==> config.mk <==
export PLATFORM = sky130hd
export DESIGN_NAME = typed_message_deframer_core
export DESIGN_NICKNAME = d
export VERILOG_FILES = /design/src/hdl/tmd_pkg.sv /design/src/hdl/tmd_ram.sv /design/src/hdl/tmd_cmp.sv /design/src/hdl/typed_message_deframer_core.sv
export SDC_FILE = /design/constraint.sdc
export NUM_CORES = 1
export LEC_CHECK = 0
export BUFFER_PORTS_ARGS = -buffer_cell sky130_fd_sc_hd__clkbuf_2
export CAP_MARGIN = 25
export CELL_PAD_IN_SITES_DETAIL_PLACEMENT = 1
export CELL_PAD_IN_SITES_GLOBAL_PLACEMENT = 2
export CORE_MARGIN = 4
export CORE_UTILIZATION = 35
export DETAILED_ROUTE_END_ITERATION = 10
export PLACE_DENSITY = 0.67
export SLEW_MARGIN = 20
export SYNTH_ARGS = -nofsm -noshare
export SYNTH_HDL_FRONTEND = slang
export SYNTH_SLANG_ARGS = --single-unit
export TNS_END_PERCENT = 1
==> constraint.sdc <==
create_clock -name clk_i -period 4.8 [get_ports clk_i]
set_clock_uncertainty 0.05 [all_clocks]
set_input_delay 0.24 -clock clk_i [delete_from_list [all_inputs] [get_ports clk_i]]
set_output_delay 0.24 -clock clk_i [all_outputs]
set_load 0.03 [all_outputs]
==> src/hdl/tmd_pkg.sv <==
// Shared types and constants of the typed message deframer.
// No dependencies; imported by tmd_cmp and the deframer core.
package tmd_pkg;

  localparam int unsigned MAX_LEN_DEF = 32;

  localparam logic [7:0] CHAR_CR = 8'h0D;
  localparam logic [7:0] CHAR_LF = 8'h0A;

  // Configuration register indexes.
  localparam logic [2:0] CFG_CONSOLE_CODE = 3'd0;
  localparam logic [2:0] CFG_BIN_COUNT    = 3'd1;
  localparam logic [2:0] CFG_SIZE_ONE     = 3'd2;
  localparam logic [2:0] CFG_SIZE_TWO     = 3'd3;
  localparam logic [2:0] CFG_SIZE_THREE   = 3'd4;
  localparam logic [2:0] CFG_SIZE_FOUR    = 3'd5;
  localparam logic [2:0] CFG_SIZE_FIVE    = 3'd6;

  localparam logic [7:0] CONSOLE_CODE_RST = 8'd255;
  localparam logic [2:0] BIN_COUNT_RST    = 3'd6;
  localparam int unsigned NUM_SIZES       = 5;

  localparam logic KIND_DATA    = 1'b0;
  localparam logic KIND_DISCARD = 1'b1;

  typedef enum logic [3:0] {
    ST_IDLE,
    ST_TYPE_CON,
    ST_TYPE_BIN,
    ST_FULL_CHK,
    ST_END_CHK,
    ST_LF_CHK,
    ST_RD,
    ST_EMIT,
    ST_OWAIT
  } tmd_state_e;

  typedef struct packed {
    logic eq;
    logic lt;
  } tmd_cmp_t;

endpackage

==> src/hdl/tmd_ram.sv <==
// Generic single-write, single-read RAM with registered read data.
// No dependencies.
module tmd_ram #(
  parameter int unsigned Width = 8,
  parameter int unsigned Depth = 32
) (
  input  logic                     clk_i,
  input  logic                     we_i,
  input  logic [$clog2(Depth)-1:0] waddr_i,
  input  logic [Width-1:0]         wdata_i,
  input  logic                     re_i,
  input  logic [$clog2(Depth)-1:0] raddr_i,
  output logic [Width-1:0]         rdata_o
);

  logic [Width-1:0] mem_q [Depth];
  logic [Width-1:0] rdata_q;

  always_ff @(posedge clk_i) begin
    if (we_i) begin
      mem_q[waddr_i] <= wdata_i;
    end
    if (re_i) begin
      rdata_q <= mem_q[raddr_i];
    end
  end

  assign rdata_o = rdata_q;

endmodule

==> src/hdl/tmd_cmp.sv <==
// Shared 8-bit compare unit of the deframer sequencer.
// Depends on tmd_pkg for the result struct.
module tmd_cmp (
  input  logic [7:0]        a_i,
  input  logic [7:0]        b_i,
  output tmd_pkg::tmd_cmp_t res_o
);
  import tmd_pkg::*;

  always_comb begin
    res_o.eq = (a_i == b_i);
    res_o.lt = (a_i < b_i);
  end

endmodule

==> src/hdl/typed_message_deframer_core.sv <==
// Channel  | dir | handshake              | payload
// rx       | in  | rx_valid_i/rx_ready_o  | rx_byte_i
// res      | out | res_valid_o/res_ready_i| result_kind_o, message_type_o, data_byte_o, last_o
// cfg      | in  | cfg_we_i (no wait)     | cfg_idx_i, cfg_wdata_i
//
// One shared compare unit is stepped by a small sequencer, one compare per cycle.
// A type byte passes the console and binary type checks, a payload byte the full and terminator checks.
// Draining a completed message steps each byte through the registered RAM read (ST_RD),
// the output register (ST_EMIT) and the wait for res_ready_i (ST_OWAIT).
// rx_ready_o is high only in the idle state; reset is asynchronous, active low.
// Depends on tmd_pkg, tmd_cmp and tmd_ram.
module typed_message_deframer_core #(
  parameter int unsigned MAX_LEN = tmd_pkg::MAX_LEN_DEF
) (
  input  logic       clk_i,
  input  logic       rst_ni,
  input  logic       rx_valid_i,
  output logic       rx_ready_o,
  input  logic [7:0] rx_byte_i,
  output logic       res_valid_o,
  input  logic       res_ready_i,
  output logic       result_kind_o,
  output logic [7:0] message_type_o,
  output logic [7:0] data_byte_o,
  output logic       last_o,
  input  logic       cfg_we_i,
  input  logic [2:0] cfg_idx_i,
  input  logic [7:0] cfg_wdata_i
);
  import tmd_pkg::*;

  localparam int unsigned AW = $clog2(MAX_LEN);
  localparam int unsigned CW = $clog2(MAX_LEN + 1);

  tmd_state_e state_q, state_d;

  logic [7:0]    console_code_q;
  logic [2:0]    bin_count_q;
  logic [5:0]    size_q [NUM_SIZES];

  logic [7:0]    ch_q, ch_d;
  logic          receiving_q, receiving_d;
  logic          console_q, console_d;
  logic [7:0]    cur_type_q, cur_type_d;
  logic [5:0]    exp_q, exp_d;
  logic [CW-1:0] count_q, count_d;
  logic [AW-1:0] rd_idx_q, rd_idx_d;

  logic          res_valid_q, res_valid_d;
  logic          kind_q, kind_d;
  logic [7:0]    type_q, type_d;
  logic [7:0]    data_q, data_d;
  logic          last_q, last_d;

  logic [7:0]    cmp_a, cmp_b;
  tmd_cmp_t      cmp_res;
  logic          mem_we, mem_re;
  logic [7:0]    mem_rdata;
  logic [5:0]    sel_size;

  tmd_cmp u_cmp (
    .a_i   (cmp_a),
    .b_i   (cmp_b),
    .res_o (cmp_res)
  );

  tmd_ram #(
    .Width (8),
    .Depth (MAX_LEN)
  ) u_ram (
    .clk_i   (clk_i),
    .we_i    (mem_we),
    .waddr_i (count_q[AW-1:0]),
    .wdata_i (ch_q),
    .re_i    (mem_re),
    .raddr_i (rd_idx_q),
    .rdata_o (mem_rdata)
  );

  // Configuration registers.
  always_ff @(posedge clk_i or negedge rst_ni) begin
    if (!rst_ni) begin
      console_code_q <= CONSOLE_CODE_RST;
      bin_count_q    <= BIN_COUNT_RST;
      for (int i = 0; i < NUM_SIZES; i++) begin
        size_q[i] <= '0;
      end
    end else if (cfg_we_i) begin
      case (cfg_idx_i)
        CFG_CONSOLE_CODE: console_code_q <= cfg_wdata_i;
        CFG_BIN_COUNT:    bin_count_q    <= cfg_wdata_i[2:0];
        CFG_SIZE_ONE:     size_q[0]      <= cfg_wdata_i[5:0];
        CFG_SIZE_TWO:     size_q[1]      <= cfg_wdata_i[5:0];
        CFG_SIZE_THREE:   size_q[2]      <= cfg_wdata_i[5:0];
        CFG_SIZE_FOUR:    size_q[3]      <= cfg_wdata_i[5:0];
        CFG_SIZE_FIVE:    size_q[4]      <= cfg_wdata_i[5:0];
        default: ;
      endcase
    end
  end

  always_ff @(posedge clk_i or negedge rst_ni) begin
    if (!rst_ni) begin
      state_q     <= ST_IDLE;
      receiving_q <= 1'b0;
      console_q   <= 1'b0;
      cur_type_q  <= '0;
      exp_q       <= '0;
      count_q     <= '0;
      rd_idx_q    <= '0;
      res_valid_q <= 1'b0;
    end else begin
      state_q     <= state_d;
      receiving_q <= receiving_d;
      console_q   <= console_d;
      cur_type_q  <= cur_type_d;
      exp_q       <= exp_d;
      count_q     <= count_d;
      rd_idx_q    <= rd_idx_d;
      res_valid_q <= res_valid_d;
    end
  end

  always_ff @(posedge clk_i) begin
    ch_q   <= ch_d;
    kind_q <= kind_d;
    type_q <= type_d;
    data_q <= data_d;
    last_q <= last_d;
  end

  // Types above five have no size register and read as size zero.
  always_comb begin
    sel_size = '0;
    if (ch_q != 8'd0 && ch_q <= 8'd5) begin
      sel_size = size_q[3'(ch_q - 8'd1)];
    end
  end

  always_comb begin
    state_d     = state_q;
    ch_d        = ch_q;
    receiving_d = receiving_q;
    console_d   = console_q;
    cur_type_d  = cur_type_q;
    exp_d       = exp_q;
    count_d     = count_q;
    rd_idx_d    = rd_idx_q;
    res_valid_d = res_valid_q;
    kind_d      = kind_q;
    type_d      = type_q;
    data_d      = data_q;
    last_d      = last_q;
    cmp_a       = '0;
    cmp_b       = '0;
    mem_we      = 1'b0;
    mem_re      = 1'b0;
    rx_ready_o  = 1'b0;

    case (state_q)
      ST_IDLE: begin
        rx_ready_o = 1'b1;
        if (rx_valid_i) begin
          ch_d    = rx_byte_i;
          state_d = receiving_q ? ST_FULL_CHK : ST_TYPE_CON;
        end
      end
      ST_TYPE_CON: begin
        cmp_a = ch_q;
        cmp_b = console_code_q;
        if (cmp_res.eq) begin
          receiving_d = 1'b1;
          console_d   = 1'b1;
          cur_type_d  = ch_q;
          exp_d       = '0;
          count_d     = '0;
          state_d     = ST_IDLE;
        end else begin
          state_d = ST_TYPE_BIN;
        end
      end
      ST_TYPE_BIN: begin
        cmp_a = ch_q;
        cmp_b = 8'(bin_count_q);
        if (cmp_res.lt && ch_q != 8'd0 && sel_size != 6'd0) begin
          receiving_d = 1'b1;
          console_d   = 1'b0;
          cur_type_d  = ch_q;
          exp_d       = sel_size;
          count_d     = '0;
        end
        state_d = ST_IDLE;
      end
      ST_FULL_CHK: begin
        cmp_a = 8'(count_q);
        cmp_b = 8'(MAX_LEN);
        if (!cmp_res.lt) begin
          // Buffer full: drop the byte and report the discarded frame.
          res_valid_d = 1'b1;
          kind_d      = KIND_DISCARD;
          type_d      = cur_type_q;
          data_d      = '0;
          last_d      = 1'b1;
          receiving_d = 1'b0;
          console_d   = 1'b0;
          cur_type_d  = '0;
          exp_d       = '0;
          count_d     = '0;
          state_d     = ST_OWAIT;
        end else begin
          mem_we  = 1'b1;
          count_d = count_q + CW'(1);
          state_d = ST_END_CHK;
        end
      end
      ST_END_CHK: begin
        if (console_q) begin
          cmp_a = ch_q;
          cmp_b = CHAR_CR;
          state_d = ST_LF_CHK;
        end else begin
          cmp_a = 8'(count_q);
          cmp_b = 8'(exp_q);
          state_d = ST_IDLE;
        end
        if (cmp_res.eq) begin
          rd_idx_d = '0;
          state_d  = ST_RD;
        end
      end
      ST_LF_CHK: begin
        cmp_a = ch_q;
        cmp_b = CHAR_LF;
        if (cmp_res.eq) begin
          rd_idx_d = '0;
          state_d  = ST_RD;
        end else begin
          state_d = ST_IDLE;
        end
      end
      ST_RD: begin
        mem_re  = 1'b1;
        state_d = ST_EMIT;
      end
      ST_EMIT: begin
        cmp_a       = 8'(CW'(rd_idx_q) + CW'(1));
        cmp_b       = 8'(count_q);
        res_valid_d = 1'b1;
        kind_d      = KIND_DATA;
        type_d      = cur_type_q;
        data_d      = mem_rdata;
        last_d      = cmp_res.eq;
        state_d     = ST_OWAIT;
      end
      ST_OWAIT: begin
        if (res_ready_i) begin
          res_valid_d = 1'b0;
          if (last_q) begin
            receiving_d = 1'b0;
            console_d   = 1'b0;
            cur_type_d  = '0;
            exp_d       = '0;
            count_d     = '0;
            state_d     = ST_IDLE;
          end else begin
            rd_idx_d = rd_idx_q + AW'(1);
            state_d  = ST_RD;
          end
        end
      end
      default: begin
        state_d = ST_IDLE;
      end
    endcase
  end

  assign res_valid_o    = res_valid_q;
  assign result_kind_o  = kind_q;
  assign message_type_o = type_q;
  assign data_byte_o    = data_q;
  assign last_o         = last_q;

endmodule

# Word level (Yosys, flattened, before mapping)
# Memories as Yosys holds them, arrays and structs flattened. A register that Yosys moved wholly into a read port is not among the register bits.
# Cells that the tools add are included.
dict set report classes {
  addsub 4
  order_cmp 3
  n_eq_ne 23
  mux 59
  bitwise 1
  reduce_logical 27
}
# op n
set ops {}
lappend ops {{$mux 6} 11}
lappend ops {{$pmux 8 s4} 2}
lappend ops {{$mux 8} 7}
lappend ops {{$pmux 6 s4} 2}
lappend ops {{$pmux 8 s6} 1}
lappend ops {{$pmux 4 s8} 1}
lappend ops {{$pmux 8 s2} 2}
lappend ops {{$reduce_and 2->1} 10}
lappend ops {{$bmux 6 s3} 1}
lappend ops {{$eq 4x3->1 const B} 4}
lappend ops {{$mux 4} 4}
lappend ops {{$mux 5} 3}
lappend ops {{$mux 1} 14}
lappend ops {{$ne 2x2->1 const B} 7}
lappend ops {{$pmux 5 s2} 1}
lappend ops {{$eq 3x3->1 const B} 3}
lappend ops {{$mux 3} 3}
lappend ops {{$eq 4x2->1 const B} 2}
lappend ops {{$eq 8x8->1} 1}
lappend ops {{$le 8x3->1 const B} 1}
lappend ops {{$lt 8x8->1} 1}
lappend ops {{$pmux 1 s4} 2}
lappend ops {{$reduce_bool 8->1} 1}
lappend ops {{$add 5x1->6 const B} 1}
lappend ops {{26 further kinds} 32}
dict set report totals {
  reg_bits 99
  ram_bits 256
  in_bits 24
  output_inout_bits 20
  wordCells 138
  mem_count 1
}
# name words width rd rd_ports_with_merged_regs wr line
set memory_table {}
lappend memory_table {u_ram.mem_q 32 8 1 1 1 tmd_ram.sv:16} ;# logic [Width-1:0] mem_q [Depth];

# Logic depth before layout (Yosys ltp)
# Gate-level depths: netlist of the first run.
dict set report logic_depth {
  word_depth 10
  ltp_mapped 17
}

# Modules after synthesis
# A second synthesis of the first run with hierarchy kept.
dict set report unflattened {
  cells_unflattened 823
  area_unflattened_um2 14999.4
}
# module instances cells_per_inst area_per_inst_um2 seq_area_each_um2
set modules_own_cells {}
lappend modules_own_cells {tmd_ram 1 417 10133.5 7927.6}
lappend modules_own_cells {typed_message_deframer_core 1 379 4663.2 2620.0}
lappend modules_own_cells {tmd_cmp 1 27 202.7 0.0}

# Least setup slack after synthesis of the first run
# OpenSTA, ideal clock, no wires.
dict set report synth_path {
  path_type {register -> register}
  start {register rd_idx_q[1]}
  end {register data_q[0], in the netlist data_byte_o[0] (enable)}
  setup_ns 0.426
  t_arrival_ns 4.006
  t_required_ns 4.324
  slack_ns 0.319
  path_stages_with_launch 12
  period_less_slack_ns 4.481
  cell_sequence {dfrtp_1 clkbuf_1 clkbuf_1 nand3_1 xnor2_1 a222oi_1 inv_1 ha_1 and4b_1 o31ai_1 and3b_1 a211oi_1}
}
dict set report synth_between {
  elab_chain_cells 5
}
# item line
set synth_rtl {}
lappend synth_rtl {{from (decl)} typed_message_deframer_core.sv:47} ;# logic [AW-1:0] rd_idx_q, rd_idx_d;
lappend synth_rtl {{from (signal assigned)} typed_message_deframer_core.sv:119} ;# rd_idx_q <= rd_idx_d;
lappend synth_rtl {{$add 5x1->6} typed_message_deframer_core.sv:246} ;# cmp_a = 8'(CW'(rd_idx_q) + CW'(1));
lappend synth_rtl {{$pmux 8 s4} typed_message_deframer_core.sv:160} ;# case (state_q)
lappend synth_rtl {{$lt 8x8->1} tmd_cmp.sv:12} ;# res_o.lt = (a_i < b_i);
lappend synth_rtl {{$ne 2x2->1 (no source line)} -}
lappend synth_rtl {{$reduce_and 2->1 (no source line)} -}
lappend synth_rtl {{to (signal assigned)} typed_message_deframer_core.sv:128} ;# data_q <= data_d;
lappend synth_rtl {{to (decl)} typed_message_deframer_core.sv:52} ;# logic [7:0] data_q, data_d;
# No other way between the ends.
# A chain may end at the register's enable or synchronous reset.

# Worst setup path in the final report of the first run
dict set report layout_path {
  start {register state_q[1]}
  end {memory u_ram.mem_q[10][3] (enable)}
}
dict set report layout_between {
  elab_chain_cells 8
  elab_cells_between_ends 14
}
# item line
set layout_rtl {}
lappend layout_rtl {{from (decl)} typed_message_deframer_core.sv:35} ;# tmd_state_e state_q, state_d;
lappend layout_rtl {{from (signal assigned)} typed_message_deframer_core.sv:113} ;# state_q <= state_d;
lappend layout_rtl {{$eq 4x3->1, or another cell as far along} typed_message_deframer_core.sv:160}
lappend layout_rtl {{$reduce_or 3->1 (no source line)} -}
lappend layout_rtl {{$pmux 8 s4} typed_message_deframer_core.sv:160}
lappend layout_rtl {{$lt 8x8->1} tmd_cmp.sv:12}
lappend layout_rtl {{$mux 1} typed_message_deframer_core.sv:197} ;# if (!cmp_res.lt) begin
lappend layout_rtl {{$mux 1 (*)} typed_message_deframer_core.sv:160}
lappend layout_rtl {{$mux 1 (*)} tmd_ram.sv:20} ;# if (we_i) begin
lappend layout_rtl {{$mux 1 (not written as such) (*)} tmd_ram.sv:21} ;# mem_q[waddr_i] <= wdata_i;
lappend layout_rtl {{to (decl)} tmd_ram.sv:16}
# Mark *: on every way between the ends. The rest lies on a longest branch, timed or not.

==> results of run 1 <==
==> cells by family after synthesis <==
kind of cell,after synthesis,synth area share
AOI/OAI and AO/OA,86,0.0407
xor gates and xnor gates,6,0.00400
DFF,363,0.703
muxes,139,0.166
adders and majority gates,15,0.0125
and+or+nand+nor,172,0.0586
buffers and inverters,55,0.0157
==> routing by layer <==
| layer | vias to the layer above | track usage | wire length [um] |
|---|---|---|---|
| met5 | - | 0 | 0 |
| met4 | 0 | 0.0402 | 747 |
| met3 | 52 | 0.0266 | 1630 |
| met2 | 187 | 0.249 | 16900 |
| met1 | 4221 | 0.239 | 17500 |
| li1 | 3576 | - | - |
==> where the power goes <==
part	switching (W)	internal (W)
Sequential	0.000156	0.00373
Clock	0.00125	0.00172
Combinational	0.00117	0.000816
Total	0.00257	0.00627
==> flip-flops by register name, summed over array words and instances (netlist names) <==
name / flops
state_q: 4
console_q: 1
last_o: 1
rd_idx_q: 5
size_q: 30
u_ram.rdata_o: 8
cur_type_q: 8
message_type_o: 8
result_kind_o: 1
res_valid_o: 1
u_ram.mem_q: 256
bin_count_q: 3
exp_q: 6
receiving_q: 1
data_byte_o: 8
ch_q: 8
count_q: 6
console_code_q: 8
==> final timing paths <==
path / startpoint / end
worst max-delay path: state_q[1] / u_ram.mem_q[10][3]
worst min-delay path: cfg_wdata_i[5] / size_q[17]
worst max register to register: state_q[1] / u_ram.mem_q[10][3]
worst min register to register: cur_type_q[5] / message_type_o[5]
max in group asynchronous: rst_ni / console_code_q[4]
min in group asynchronous: rst_ni / state_q[3]
==> synth_stat cells, types with 2 or more instances <==
cell and number:
nand4b_1 3, a21o_1 3, and2_1 12, mux2_2 50, o31ai_1 8, or3_1 3, a21oi_1 15, a222oi_1 4
clkbuf_1 31, buf_2 5, xnor2_1 5, nor2_1 58, nand3b_1 4, edfxtp_1 290, nor2b_1 5, buf_6 2
a31oi_1 2, o21ai_0 17, nand3_1 11, ha_1 15, mux2i_1 6, nand2b_1 8, a22oi_1 3, a22o_1 11
dfstp_2 10, nand2_1 28, o21ai_1 2, and3_1 8, a221oi_1 5, inv_1 14, mux4_2 83, a221o_1 2
nor3_1 17, buf_4 2, nor3b_1 3, nand4_1 2, and4_1 2, dfrtp_1 63
==> timing repair <==
action | in CTS | in global routing
setup endpoints to repair | 0 | 182
hold endpoints to repair | 81 | 0
gates resized for setup | 0 | 2
hold buffers | 14 | 0
==> area by class of cell <==
type	count	area, um^2
sequential	363	10600
clock buffer	47	1040
tap	539	674
inverter	14	52.6
fill	4073	24500
timing repair buffer	122	861
multi-input combinational	418	4250
clock inverter	25	241
==> stage by stage <==
step	worst slack, ns	power (W)	std cells
after floorplan	0.319	0.00525	836
after global placement	0.434	0.00593	1439
after detailed placement	0.387	0.00595	1441
after CTS	0.359	0.00895	1527
after global routing	0.153	0.00927	1528
final	0.499	0.00884	1528
==> reports/summary.txt, run 1 <==
Top FF cell, synth: edfxtp_1
Post-DR wirelength/cell: 24.1 um
RSZ-0062 raised after global routing: no
Crit. End Element: register
Peak per-stage delay on the critical path: 0.62 ns
Minimum clock period: 4.30 ns
Routed Antenna Nets: 0
Largest net degree at the start of global routing: 74
Die Y: 215 um
Crit-path cells: nand2_1 -> nor2_1 -> a21oi_1 -> nor2_1 -> a22oi_1 -> o21ai_0 -> ha_1 -> and4b_1 -> o31ai_1 -> and3b_1 -> and4_2 -> nand2_1 -> nor2_1 -> buf_4
Worst-case reg-to-reg path depth: 14
Setup violators final: 0
WP data required: 4.99 ns
# DRC: 0
Avg Cell Area, Syn: 18.0 um^2
Most used cell, CP: nor2_1
Dpl cell area: 16200 um^2
Share of layout cells above drive strength 1: 0.326
Via count: 8036
# port buffers: 43
WHS: 0.0612 ns
Crit path buf inv count: 1
Number of diodes: 0
Number of synthesized flops with an enable pin: 290
Final HPWL DP: 23.8 mm
Period utilisation layout: 0.896
Synthesis Warnings: 0
Critical path arrival: 4.49 ns
Design area: 17700 um^2
Drt first pass iters: 8
Critical path type: register to register
Total grt overflow: 0
Max Cap Viol: 0
Hold crit path type: input port to register
Clock root buffer: clkbuf_16
R2R setup slack: 0.50 ns
Fin util: 0.419
Gp weighted congestion: 0.788
Sequential area share after synthesis: 0.703
CP delay by family, top: simple AND/OR/NAND/NOR gates
Synthesis-to-finish area growth: 17.7%
Largest cells by area after synthesis: edfxtp_1, mux4_2, dfrtp_1
Netlist cell types: 62
Post-Route WL: 36.8 mm
Most area-hungry cell type in the Yosys netlist: edfxtp_1
Worst path depth: 14
Core area: 42100 um^2
TritonCTS buffer count: 39
Status: finished, final reports clean
CP max FO: 14
CP max-delay cell: dfrtp_1
Final hold violations: 0
Setup_tns: 0 ns
Top cell type's share of synthesized area: 0.580
Antenna violations before repair: 1
First-pass GRT wire length: 56.5 mm
Syn Std Cell Area: 15000 um^2
Vias in the first global route: 8673
# clock sinks: 363
Full die area: 46300 um^2
Slew HR: 0.344
Post-synthesis net count: 875
H-Tree Depth: 2
Static leakage: 6.05 nW
Std-Cell Rows: 75
Clk_lat worst skew: 0.55 ns
Num ports: 44
Power density cells: 501 nW/um^2
Hold Crit Depth: 2
Actual slew at the worst max-slew pin: 0.983 ns
Die X: 215 um
Drt via density: 5.26
Nets: 997
GRT Overall Usage: 0.161
Mapped Cells: 836
Starting DRT DRC Count: 676
Startpoint class of the critical path: register
F_max: 233 MHz
Clock buffer depth: 3
Commonest non-fill, non-tap cells in the layout: edfxtp_1, mux4_2, buf_4
Worst vdd ir: 0.000242 V
Final slew viol count: 0
Clock slew at reported path FFs: 0.06 ns
#FFs+latches synth: 363
Postcts setup bufs: 0
Initial Util: 0.356
Most common cell after layout, fill and taps aside: edfxtp_1
Ys async rst share: 0.201
CTS tree: yes
No activity file was read; power rests on OpenSTA's default activity.
==> inputs of run 2 (changes only) <==
Settings changed: ABC_AREA from default to 1, PLACE_DENSITY 0.67 to 0.73.
==> reports/summary.txt, run 2 <==
#FFs+latches synth: 363 (unchanged)
DRT met1 WL: 20.7 mm (+18%)
Max Cap Viol: 0 (unchanged)
Mapped Cells: 1318 (+58%)
Commonest non-fill, non-tap cells in the layout: edfxtp_1, nor2_1, o21ai_0
Netlist cell types: 45 (-27%)
Clock buffer depth: 3 (unchanged)
Setup_tns: 0 ns (unchanged)
# clock sinks: 363 (unchanged)
Worst vdd ir: 0.000243 V (+0.15%)
Routed Antenna Nets: 0 (unchanged)
Die Y: 217 um (+0.89%)
Final hold violations: 0 (unchanged)
Hold crit path type: input port to register
Period utilisation layout: 0.930 (+0.0338)
# port buffers: 43 (unchanged)
Worst-case reg-to-reg path depth: 18 (+4)
Antenna violations before repair: 0 (-1)
Num ports: 44 (unchanged)
Top FF cell, synth: edfxtp_1
Via count: 10429 (+30%)
WL met2: 22.0 mm (+30%)
Top layer used by detailed routing: met4
Setup violators final: 0 (unchanged)
Clock slew at reported path FFs: 0.06 ns (about the same)
Critical path type: register to register
GRT Overall Usage: 0.195 (+0.0340)
Syn Std Cell Area: 15300 um^2 (+1.9%)
Initial Util: 0.354 (-0.00213)
RSZ-0062 raised after global routing: yes
Drt via density: 5.25 (-0.25%)
CTS tree: yes
Final slew viol count: 0 (unchanged)
Clk_lat worst skew: 0.56 ns (about the same)
Startpoint class of the critical path: register
F_max: 224 MHz (-3.6%)
Critical path arrival: 4.62 ns (+0.13 ns)
TritonCTS buffer count: 41 (+5.1%)
Vias in the first global route: 11090 (+28%)
Number of diodes: 0 (unchanged)
Largest net degree at the start of global routing: 97 (+31%)
Die X: 217 um (+0.89%)
Post-synthesis net count: 1357 (+55%)
Avg Cell Area, Syn: 11.6 um^2 (-35%)
Hold Crit Depth: 3 (+1)
Sequential area share after synthesis: 0.690 (-0.0128)
Synthesis-to-finish area growth: 15.1%
Post-Route WL: 45.6 mm (+24%)
Gp weighted congestion: 0.831 (+5.5%)
Top reg by flops: u_ram.mem_q
Share of layout cells above drive strength 1: 0.123 (-0.203)
Number of synthesized flops with an enable pin: 290 (unchanged)
Regs by FF count: u_ram.mem_q: 256 flops, size_q: 30 flops
Static leakage: 6.36 nW (+5.0%)
WP data required: 4.95 ns (-0.04 ns)
Crit. End Element: register
Status: finished, final reports clean
Total grt overflow: 0 (unchanged)
Power density cells: 574 nW/um^2 (+15%)
CP max FO: 11 (-3)
Most area-hungry cell type in the Yosys netlist: edfxtp_1
Std-Cell Rows: 76 (+1.3%)
Max FFs per register: 256 (unchanged)
Nets: 1410 (+41%)
Post-DR wirelength/cell: 22.9 um (-4.7%)
Most common cell after layout, fill and taps aside: edfxtp_1
Starting DRT DRC Count: 943 (+39%)
WL met3: 1.66 mm (+2.1%)
Final HPWL DP: 28.8 mm (+21%)
H-Tree Depth: 2 (unchanged)
WHS: 0.0112 ns (-0.0500 ns)
Slew HR: 0.304 (-0.0403)
Drt first pass iters: 7 (-1)
Count leader, synth: edfxtp_1
Commonest cells in the netlist: edfxtp_1, nor2_1, o21ai_0, nand2_1, dfrtp_1
Actual slew at the worst max-slew pin: 1.04 ns (+0.0566 ns)
Core area: 43200 um^2 (+2.5%)
Largest cells by area after synthesis: edfxtp_1, dfrtp_1, o21ai_0
# DRC: 0 (unchanged)
Minimum clock period: 4.46 ns (+0.162 ns)
Top cell type's share of synthesized area: 0.570 (-0.0105)
First-pass GRT wire length: 69.6 mm (+23%)
Ys async rst share: 0.201 (unchanged)
Synthesis Warnings: 0 (unchanged)
Full die area: 47100 um^2 (+1.8%)
Clock root buffer: clkbuf_16
## run 2: cell families after synthesis
logic type / Yosys count / synth area share
AO/OA/AOI/OAI: 307 / 0.121
buffers and inverters: 142 / 0.0385
flip-flops: 363 / 0.690
multiplexers: 2 / 0.00147
AND/OR/NAND/NOR: 483 / 0.134
adder cells (fa/ha/maj): 15 / 0.0123
XOR/XNOR: 6 / 0.00344
## run 2: critical path, stage by stage (launching register included)
cell and delay, ns:
dfrtp_1 0.41, inv_1 0.06, nor2_1 0.08, inv_1 0.10
nor2_1 0.31, clkinv_1 0.35, buf_4 0.29, o22ai_1 0.19
a21oi_1 0.08, ha_1 0.22, a21oi_1 0.14, nor2_1 0.05
a211oi_1 0.16, nand2_1 0.14, inv_1 0.09, nand2_1 0.06
inv_1 0.12, nand2_1 0.46, nor2_1 0.74
## run 2: cell type report
type                       count  area (um^2)
timing repair buffer          82          563
sequential                   363        10600
inverter                      70          267
fill                        4691        25600
clock buffer                  51         1080
clock inverter                24          243
tap                          585          732
multi-input combinational    813         4160
## run 2: what timing repair did
item	in CTS	in global routing
resized for setup	0	0
hold endpoints to repair	76	0
setup endpoints to repair	0	80
buffers inserted	0	0
hold buffers	13	0
## run 2: metal layers
layer | vias to the layer above | GRT usage
li1 | 4856 | -
met1 | 5266 | 0.266
met2 | 228 | 0.323
met3 | 79 | 0.0314
met4 | 0 | 0.0560
met5 | - | 0
## run 2: power breakdown
| group | internal [W] | switching (W) |
|---|---|---|
| Clock | 0.00183 | 0.00128 |
| Combinational | 0.000793 | 0.00216 |
| Sequential | 0.00385 | 0.000195 |
## run 2: path summary, 6_finish.rpt
kind,from,to,slack [ns]
min,cfg_wdata_i[4],console_code_q[4],0.01
max,state_q[2],u_ram.mem_q[11][3],0.34
max in group asynchronous,rst_ni,console_code_q[4],3.98
min reg2reg,cur_type_q[7],message_type_o[7],0.41
min in group asynchronous,rst_ni,res_valid_o,0.08
max reg2reg,state_q[2],u_ram.mem_q[11][3],0.34
## run 2: stage by stage
stage / area (um^2) / setup slack [ns] / util / power [W] / std cells
final: 17600 / 0.337 / 0.408 / 0.0101 / 1988
after detailed placement: 16100 / 0.385 / 0.373 / 0.00705 / 1899
after CTS: 17600 / 0.383 / 0.407 / 0.0102 / 1987
after floorplan: 15300 / 1.02 / - / 0.00594 / 1318
after global routing: 17600 / -0.0510 / 0.408 / 0.0107 / 1988
after global placement: 16100 / 0.498 / 0.373 / 0.00702 / 1899
==> inputs of run 3 (changes only) <==
Settings changed: CAP_MARGIN 25 to default, CTS_BUF_LIST from default to sky130_fd_sc_hd__clkbuf_16, PLACE_DENSITY 0.73 to 0.75, SYNTH_HIERARCHICAL from default to 1.
==> reports/summary.txt, run 3 <==
TritonCTS buffer count: 41 (unchanged)
Postcts setup bufs: 0 (unchanged)
Dpl cell area: 16800 um^2 (+4.3%)
Placed cell count: 2147 (+13%)
Share of layout cells above drive strength 1: 0.115 (-0.00742)
Drt via density: 5.02 (-4.3%)
Sequential cell area: 10600 um^2 (unchanged)
Top FF cell, synth: edfxtp_1
WP data required: 5.01 ns (+0.06 ns)
CP max-delay cell: nand3_1
Final hold violations: 0 (unchanged)
Std-Cell Rows: 77 (+1.3%)
Worst vdd ir: 0.000252 V (+3.9%)
Synthesis Warnings: 6 (+6)
Final slew viol count: 0 (unchanged)
Static leakage: 7.21 nW (+13%)
# clock sinks: 363 (unchanged)
Gp weighted congestion: 0.807 (-2.8%)
Commonest cells in the netlist: nand2_1, edfxtp_1, nand3_1, inv_1, nor2_1
Vias in the first global route: 11653 (+5.1%)
Post-Route WL: 45.4 mm (-0.58%)
Netlist cell types: 39 (-13%)
Clock slew at reported path FFs: 0.05 ns (about the same)
Via count: 11213 (+7.5%)
Syn Std Cell Area: 15900 um^2 (+3.8%)
RSZ-0062 raised after global routing: no
Most area-hungry cell type in the Yosys netlist: edfxtp_1
# DRC: 0 (unchanged)
Full die area: 48800 um^2 (+3.6%)
Most common cell after layout, fill and taps aside: nand2_1
Most used cell, CP: nand2_1
Crit. End Element: register
Sequential area share after synthesis: 0.665 (-0.0251)
Synth Area in Simple Gates: 0.241 (+0.107)
# port buffers: 43 (unchanged)
Largest cells by area after synthesis: edfxtp_1, nand2_1, dfrtp_1
Power density cells: 527 nW/um^2 (-8.2%)
GRT Overall Usage: 0.182 (-0.0123)
Drt first pass iters: 5 (-2)
Max FFs per register: 256 (unchanged)
Largest family of logic cells by synthesized area: simple AND/OR/NAND/NOR gates
First-pass GRT wire length: 69.8 mm (+0.22%)
Number of synthesized flops with an enable pin: 290 (unchanged)
Count leader, synth: nand2_1
Peak per-stage delay on the critical path: 0.57 ns (-0.17 ns)
Fin cells: 2233 (+12%)
Number of diodes: 0 (unchanged)
F_max: 237 MHz (+6.0%)
Setup_tns: 0 ns (unchanged)
Num ports: 44 (unchanged)
Multiplexer share of the synthesized area: 0 (-0.00147)
Fillers: 5008 (+6.8%)
Largest net degree at the start of global routing: 74 (-24%)
CTS tree: yes
Commonest non-fill, non-tap cells in the layout: nand2_1, edfxtp_1, nand3_1
CP max FO: 8 (-3)
Hold crit path type: input port to register
Fin util: 0.408 (+0.000472)
Synth Area in XOR/XNOR: 0.00268 (-0.000756)
Synth Area in Adders: 0.0102 (-0.00202)
Crit-path cells: inv_1 -> nand2_1 -> nor2_1 -> inv_1 -> nor2_1 -> inv_1 -> nand2_1 -> a22oi_1 -> o21ai_0 -> ha_1 -> nand2_1 -> nand2_1 -> nand2_1 -> nand2_1 -> a21oi_1 -> buf_4 -> inv_1 -> nor2_2 -> nand3_1 -> nor2_1 -> buf_4
Initial Util: 0.357 (+0.00233)
Clk_lat worst skew: 0.55 ns (about the same)
Synth Area in Compound Gates: 0.0304 (-0.0904)
Status: finished, final reports clean
CTS Hold Bufs: 12 (-1)
Clock root buffer: clkbuf_16
WHS: 0.00812 ns (-0.00307 ns)
Die Y: 221 um (+1.8%)
Design area: 18200 um^2 (+3.2%)
Top reg by flops: u_ram/mem_q
Max Cap Viol: 0 (unchanged)
Routed Antenna Nets: 0 (unchanged)
Minimum clock period: 4.21 ns (-0.252 ns)
Die X: 221 um (+1.8%)
Starting DRT DRC Count: 884 (-6.3%)
Nets: 1647 (+17%)
H-Tree Depth: 2 (unchanged)
Post-DR wirelength/cell: 20.3 um (-11%)
Total grt overflow: 0 (unchanged)
Regs by FF count: u_ram/mem_q: 256 flops, size_q: 30 flops
Area of the multi-input gates: 4520 um^2 (+8.7%)
Antenna violations before repair: 0 (unchanged)
Actual slew at the worst max-slew pin: 1.05 ns (+0.0130 ns)
Core area: 44500 um^2 (+3.1%)
Ys async rst share: 0.201 (unchanged)
Period utilisation layout: 0.877 (-0.0525)
Startpoint class of the critical path: register
Top cell type's share of synthesized area: 0.549 (-0.0207)
Critical path arrival: 4.42 ns (-0.20 ns)
Synthesis-to-finish area growth: 14.5%
Slew HR: 0.294 (-0.00993)
Final HPWL DP: 29.0 mm (+0.57%)
Post-synthesis net count: 1554 (+15%)
Mapped Cells: 1517 (+15%)
Setup violators final: 0 (unchanged)
Clock buffer depth: 3 (unchanged)
Critical path type: register to register
Avg Cell Area, Syn: 10.5 um^2 (-9.8%)
#FFs+latches synth: 363 (unchanged)
CTS resizes: 0 (unchanged)
==> run 3: changes by cell type in the layout (fill, tap and decap cells not counted), sizes merged, moves of 13 or more <==
cell and delta:
a31oi -13, buf +35, inv +34, nand2 +367
nand3 +201, nor2 -148, o21ai -136, o221ai -55
o22ai -13
==> run 3: logic make-up after synthesis <==
logic type                 Yosys count
and+or+nand+nor                    903
DFF                                363
buffers and inverters              152
AOI/OAI and AO/OA                   82
adders and majority gates           13
xor gates and xnor gates             4
==> run 3: layer usage <==
layer,routed length (um),global-route usage,vias to the layer above
li1,-,-,5354
met1,20300,0.243,5603
met2,22400,0.315,199
met3,1710,0.0270,57
met4,943,0.0439,0
met5,0,0,-
==> run 3: stage by stage <==
step           total power (W)  setup slack [ns]
3_5_place_dp           0.00679             0.634
5_1_grt                 0.0102             0.201
2_1_floorplan          0.00590              1.04
4_1_cts                0.00973             0.627
3_3_place_gp           0.00675             0.785
6_report               0.00958             0.589
==> run 3: worst max-delay path: cells and delay by family (launching register included) <==
| kind | cells | cell delay (ns) |
|---|---|---|
| and+or+nand+nor | 11 | 2.06 |
| buffers and inverters | 6 | 0.77 |
| AOI/OAI and AO/OA | 3 | 0.37 |
| DFF | 1 | 0.40 |
| adders and majority gates | 1 | 0.27 |
==> run 3: layout make-up <==
| class | count | area share |
|---|---|---|
| Multi-Input combinational cell | 1002 | 0.249 |
| Clock inverter | 31 | 0.00861 |
| Clock buffer | 43 | 0.0592 |
| Tap cell | 592 | 0.0408 |
| Timing Repair Buffer | 116 | 0.0438 |
| Inverter | 86 | 0.0180 |
| Sequential cell | 363 | 0.581 |
==> run 3: worst paths after layout <==
check | cells past startpoint | startpoint | slack [ns] | end
max | 21 | state_q[1] | 0.59 | u_ram/mem_q[31][1]
min | 3 | cfg_wdata_i[3] | 0.008 | console_code_q[3]
max reg2reg | 21 | state_q[1] | 0.59 | u_ram/mem_q[31][1]
min reg2reg | 0 | cur_type_q[0] | 0.40 | message_type_o[0]
max in group asynchronous | 2 | rst_ni | 3.68 | rd_idx_q[0]
min in group asynchronous | 2 | rst_ni | 0.33 | state_q[0]
==> run 3: where the power goes <==
group          leakage, nW  total [W]  internal, W  switching, W
Sequential            3.52    0.00394      0.00382      0.000126
Combinational         3.03    0.00275     0.000738       0.00202
Clock                0.657    0.00288      0.00166       0.00122
